<file path="config.mk">
export PLATFORM = sky130hd
export DESIGN_NAME = twa_ctrl
export DESIGN_NICKNAME = d
export VERILOG_FILES = /design/src/sv/twa_pkg.sv /design/src/sv/twa_ctrl.sv
export SDC_FILE = /design/constraint.sdc
export NUM_CORES = 1
export LEC_CHECK = 0
export BUFFER_PORTS_ARGS = -buffer_cell sky130_fd_sc_hd__buf_4
export CAP_MARGIN = 10
export CORE_AREA = 2 2 39 41
export CTS_BUF_LIST = sky130_fd_sc_hd__clkbuf_4 sky130_fd_sc_hd__clkbuf_8
export DETAILED_ROUTE_END_ITERATION = 8
export DIE_AREA = 0 0 41 43
export GPL_ROUTABILITY_DRIVEN = 0
export PLACE_DENSITY_LB_ADDON = 0.12
export SLEW_MARGIN = 20
export SYNTH_ARGS = -nofsm -noshare
export SYNTH_HDL_FRONTEND = slang
export SYNTH_SLANG_ARGS = --single-unit
</file>
<file path="constraint.sdc">
create_clock -name clk -period 1.4 [get_ports clk]
set_input_delay 0.14 -clock clk [delete_from_list [all_inputs] [get_ports clk]]
set_output_delay 0.14 -clock clk [all_outputs]
set_load 0.02 [all_outputs]
</file>
<file path="src/sv/twa_pkg.sv">
// Shared field widths, register indexes, opcodes and controller/datapath structs.
// No dependencies.
package twa_pkg;

    localparam int COL_W      = 8;
    localparam int ROW_W      = 8;
    localparam int AVG_W      = 24;
    localparam int CNT_W      = 8;
    localparam int OUT_W      = AVG_W + CNT_W;
    localparam int FRAC_BITS  = 8;

    localparam int SIZE_REG_W = 9;
    localparam int RAD_REG_W  = 3;
    localparam int THR_W      = 16;
    localparam int CFG_IDX_W  = 3;
    localparam int CFG_DATA_W = 16;

    localparam logic [CFG_IDX_W-1:0] CFG_IMAGE_WIDTH  = 3'd0;
    localparam logic [CFG_IDX_W-1:0] CFG_IMAGE_HEIGHT = 3'd1;
    localparam logic [CFG_IDX_W-1:0] CFG_RADIUS_X     = 3'd2;
    localparam logic [CFG_IDX_W-1:0] CFG_RADIUS_Y     = 3'd3;
    localparam logic [CFG_IDX_W-1:0] CFG_THRESHOLD    = 3'd4;

    localparam logic [SIZE_REG_W-1:0] RST_IMAGE_WIDTH  = 9'd256;
    localparam logic [SIZE_REG_W-1:0] RST_IMAGE_HEIGHT = 9'd256;
    localparam logic [RAD_REG_W-1:0]  RST_RADIUS_X     = 3'd1;
    localparam logic [RAD_REG_W-1:0]  RST_RADIUS_Y     = 3'd1;
    localparam logic [THR_W-1:0]      RST_THRESHOLD    = 16'd2;

    localparam logic OP_WRITE = 1'b0;
    localparam logic OP_QUERY = 1'b1;

    // Commands from the controller to the datapath.
    typedef struct packed {
        logic take;            // input transfer this cycle
        logic read_center;     // issue frame read at the query center
        logic capture_center;  // latch center pixel from read data
        logic scan_read;       // issue frame read at the scan position, advance
        logic div_start;       // load the divider from sum and count
        logic div_run;         // one restoring division step
        logic out_load;        // load the output register
    } twa_cmd_t;

    // Status from the datapath to the controller.
    typedef struct packed {
        logic is_query;
        logic in_image;
        logic scan_last;
        logic div_last;
    } twa_sts_t;

endpackage

</file>
<file path="src/sv/twa_ctrl.sv">
// Controller state machine: sequences center read, window scan, division, result.
// Depends on twa_pkg.
module twa_ctrl
    import twa_pkg::*;
(
    input  logic     clk,
    input  logic     rst_n,
    input  logic     s_tvalid,
    output logic     s_tready,
    output logic     m_tvalid,
    input  logic     m_tready,
    input  twa_sts_t sts,
    output twa_cmd_t cmd
);

    localparam logic [2:0] S_IDLE   = 3'd0;
    localparam logic [2:0] S_CENTER = 3'd1;
    localparam logic [2:0] S_CWAIT  = 3'd2;
    localparam logic [2:0] S_SCAN   = 3'd3;
    localparam logic [2:0] S_DRAIN  = 3'd4;
    localparam logic [2:0] S_DSTART = 3'd5;
    localparam logic [2:0] S_DIV    = 3'd6;
    localparam logic [2:0] S_RESULT = 3'd7;

    logic [2:0] state_reg;
    logic [2:0] state_next;
    logic       out_valid_reg;
    logic       out_valid_next;

    always_comb
    begin
        cmd                = '0;
        cmd.take           = s_tvalid && (state_reg == S_IDLE);
        cmd.read_center    = (state_reg == S_CENTER);
        cmd.capture_center = (state_reg == S_CWAIT);
        cmd.scan_read      = (state_reg == S_SCAN);
        cmd.div_start      = (state_reg == S_DSTART);
        cmd.div_run        = (state_reg == S_DIV);
        cmd.out_load       = (state_reg == S_RESULT) && (!out_valid_reg || m_tready);
    end

    always_comb
    begin
        state_next = state_reg;
        case (state_reg)
            S_IDLE:
            begin
                if (cmd.take && sts.is_query)
                begin
                    state_next = sts.in_image ? S_CENTER : S_RESULT;
                end
            end
            S_CENTER: state_next = S_CWAIT;
            S_CWAIT:  state_next = S_SCAN;
            S_SCAN:
            begin
                if (sts.scan_last)
                begin
                    state_next = S_DRAIN;
                end
            end
            S_DRAIN:  state_next = S_DSTART;
            S_DSTART: state_next = S_DIV;
            S_DIV:
            begin
                if (sts.div_last)
                begin
                    state_next = S_RESULT;
                end
            end
            S_RESULT:
            begin
                if (cmd.out_load)
                begin
                    state_next = S_IDLE;
                end
            end
            default: state_next = S_IDLE;
        endcase
    end

    // Hold the result until the receiver takes it.
    always_comb
    begin
        out_valid_next = out_valid_reg;
        if (cmd.out_load)
        begin
            out_valid_next = 1'b1;
        end
        else if (m_tready)
        begin
            out_valid_next = 1'b0;
        end
    end

    always_ff @(posedge clk or negedge rst_n)
    begin
        if (!rst_n)
        begin
            state_reg     <= S_IDLE;
            out_valid_reg <= 1'b0;
        end
        else
        begin
            state_reg     <= state_next;
            out_valid_reg <= out_valid_next;
        end
    end

    assign s_tready = (state_reg == S_IDLE);
    assign m_tvalid = out_valid_reg;

endmodule

</file>
==> results.tsv <==
metric	value	unit
hold_violations	0	
grt_pass1_vias	307	
yosys_warnings	0	
final_common_cell	buf_4	
min_period	1.332	ns
worstPathMaxFanout	8	
post-route-util	37.25	%
ir_drop	962.3	uV
cts_sinks	4	
placementRows	14	
final_nets	66	
largest_reg_flops	3	
syn_area	311.5	um2
rsz0062_at_grt	false	
register_area	102.6	um2
max-slew-margin-rel	84.10	%
cts-buffers-inserted	3	
grt_pass1_wl	1.221	mm
clockBufferDepth	2	
cts.clk_slew.worst_paths	0.04	ns
drt-vias-per-instance	4.653	
max_cap_violations	0	
fin_crit_sh	95.13	%
ios	17	
multi_input_area	202.7	um2
die_h	43	um
status	completed	
wirelength	754	um
drive_gt1_share	57.14	%
crit_path_end_kind	output pin	
syn_inst	36	
die-area	1763	um2
wl_per_cell	10.47	um
worst_pin_slew	0.2318	ns
route.detailed.drc	0	
antenna_left	0	
crit_type	reg -> out	
synth.top_cell.area_share	32.13	%
coreArea	1384	um2
hpwl	598.5	um
postSynthAreaPerCell	8.654	um2
synth_area_leader_cell	dfrtp_1	
die-width	41	um
fin_skew	0.0004661	ns
crit_arrival	1.19	ns
finalSetupViolCount	0	
n_antenna_cell	0	
grt-ovfl-total	0	
root_buffer	clkbuf_4	
clock.fmax	750.9	MHz
fillers	156	
grt_max_degree	12	
drt-initial-drc-count	2	
antenna_found_initial	0	
syn_nets	44	
cts_tree	built	
p_per_area	2364	nW/um2
synth_seq_area_share	32.13	%
grt_usage	10.47	%
initial_core_util	22.51	%
leakage	0.2470	nW
drv_slew	0	
critPathRequiredTime	1.26	ns
cts_max_level	1	
final_cell_mix	buf_4 (18), nand2_1 (4), clkbuf_4 (3)	
power	1.218	mW
portBuffers	16	
area_growth	65.46	%
vias	335	
clk-insertion-delay-late	0.23	ns
synth_seq_cells	4	
holdCritPathClass	in -> reg	
synth_area_leaders	dfrtp_1 (32%), and3b_1 (5.6%), buf_4 (4.8%)	
start_kind	flop	
drtPass1Iterations	2	
ys_types	24	
tns	0	ns
[routing by layer]
metal / global-route usage, % / wire, um / part of all wire, % / vias to the layer above
met5: 0 / 0 / 0 / -
li1: - / - / - / 167
met4: 4.000 / 0 / 0 / 0
met2: 15.00 / 371 / 49 / 12
met3: 6.806 / 62 / 8.2 / 0
met1: 12.01 / 320 / 42 / 156
[final cells by class]
class	count	area share, %
well taps	16	3.883
multi-input cells	28	39.32
clock buffers	3	4.369
repair buffers	21	32.52
flip-flops and latches	4	19.90
[logic make-up after synthesis]
kind of cell              after synthesis  share of synthesized area (%)
and+or+nand+nor                        20                          38.16
AOI/OAI and AO/OA                       6                          15.66
DFF                                     4                          32.13
buffers and inverters                   4                          8.031
xor gates and xnor gates                1                          2.812
muxes                                   1                          3.213
[critical path: stages, from the launching register on]
cell and delay, ns:
dfrtp_2 0.45, buf_4 0.18, nor3b_2 0.17, buf_4 0.16
[what timing repair did]
| action | CTS | global route |
|---|---|---|
| hold endpoints to repair | 4 | 0 |
| setup buffers | 1 | 0 |
| gates resized for setup | 4 | 3 |
| hold buffers | 1 | 0 |
| setup endpoints to repair | 1 | 4 |
| pin swaps | 0 | 1 |
[synthesized netlist by cell type]
library cell and instances:
a211o_1 1, a21oi_2 1, a22oi_1 1, a31oi_1 1
a31oi_2 1, and2_1 1, and3b_1 2, buf_2 2
buf_4 2, dfrtp_1 4, mux2i_1 1, nand2_1 4
nand2_2 1, nand2b_1 1, nand3_1 2, nand3b_1 1
nor2_1 2, nor2_2 1, nor2b_1 1, nor3_1 1
nor3_2 1, nor3b_1 2, o21ai_0 1, xor2_1 1
[through the flow]
step	setup slack, ns	hold slack (ns)	cells	area (um2)
after floorplan	0.02203	-0.1556	36	311.5
after global placement	0.1962	-0.06262	67	449.2
after detailed placement	0.1730	-0.06058	67	449.2
after CTS	0.01221	0.1972	72	501.7
after global routing	0.008708	0.2072	72	515.5
final	0.06820	0.2016	72	515.5
[path summary, 6_finish.rpt]
path / startpoint / to / slack [ns] / cells after the start
max in group asynchronous: rst_n / state_reg[1] / 1.05 / 2
max reg2reg: state_reg[0] / state_reg[0] / 0.11 / 5
min: s_tvalid / state_reg[1] / 0.20 / 3
min reg2reg: m_tvalid / m_tvalid / 0.52 / 2
max: state_reg[2] / cmd[5] / 0.07 / 3
min in group asynchronous: rst_n / state_reg[2] / 0.24 / 2
[report_power, final]
group	internal [mW]	total (mW)	switching, mW
Combinational	0.389	0.821	0.432
Sequential	0.183	0.258	0.0754
Clock	0.0957	0.139	0.0436
No activity file was read; power rests on OpenSTA's default activity.
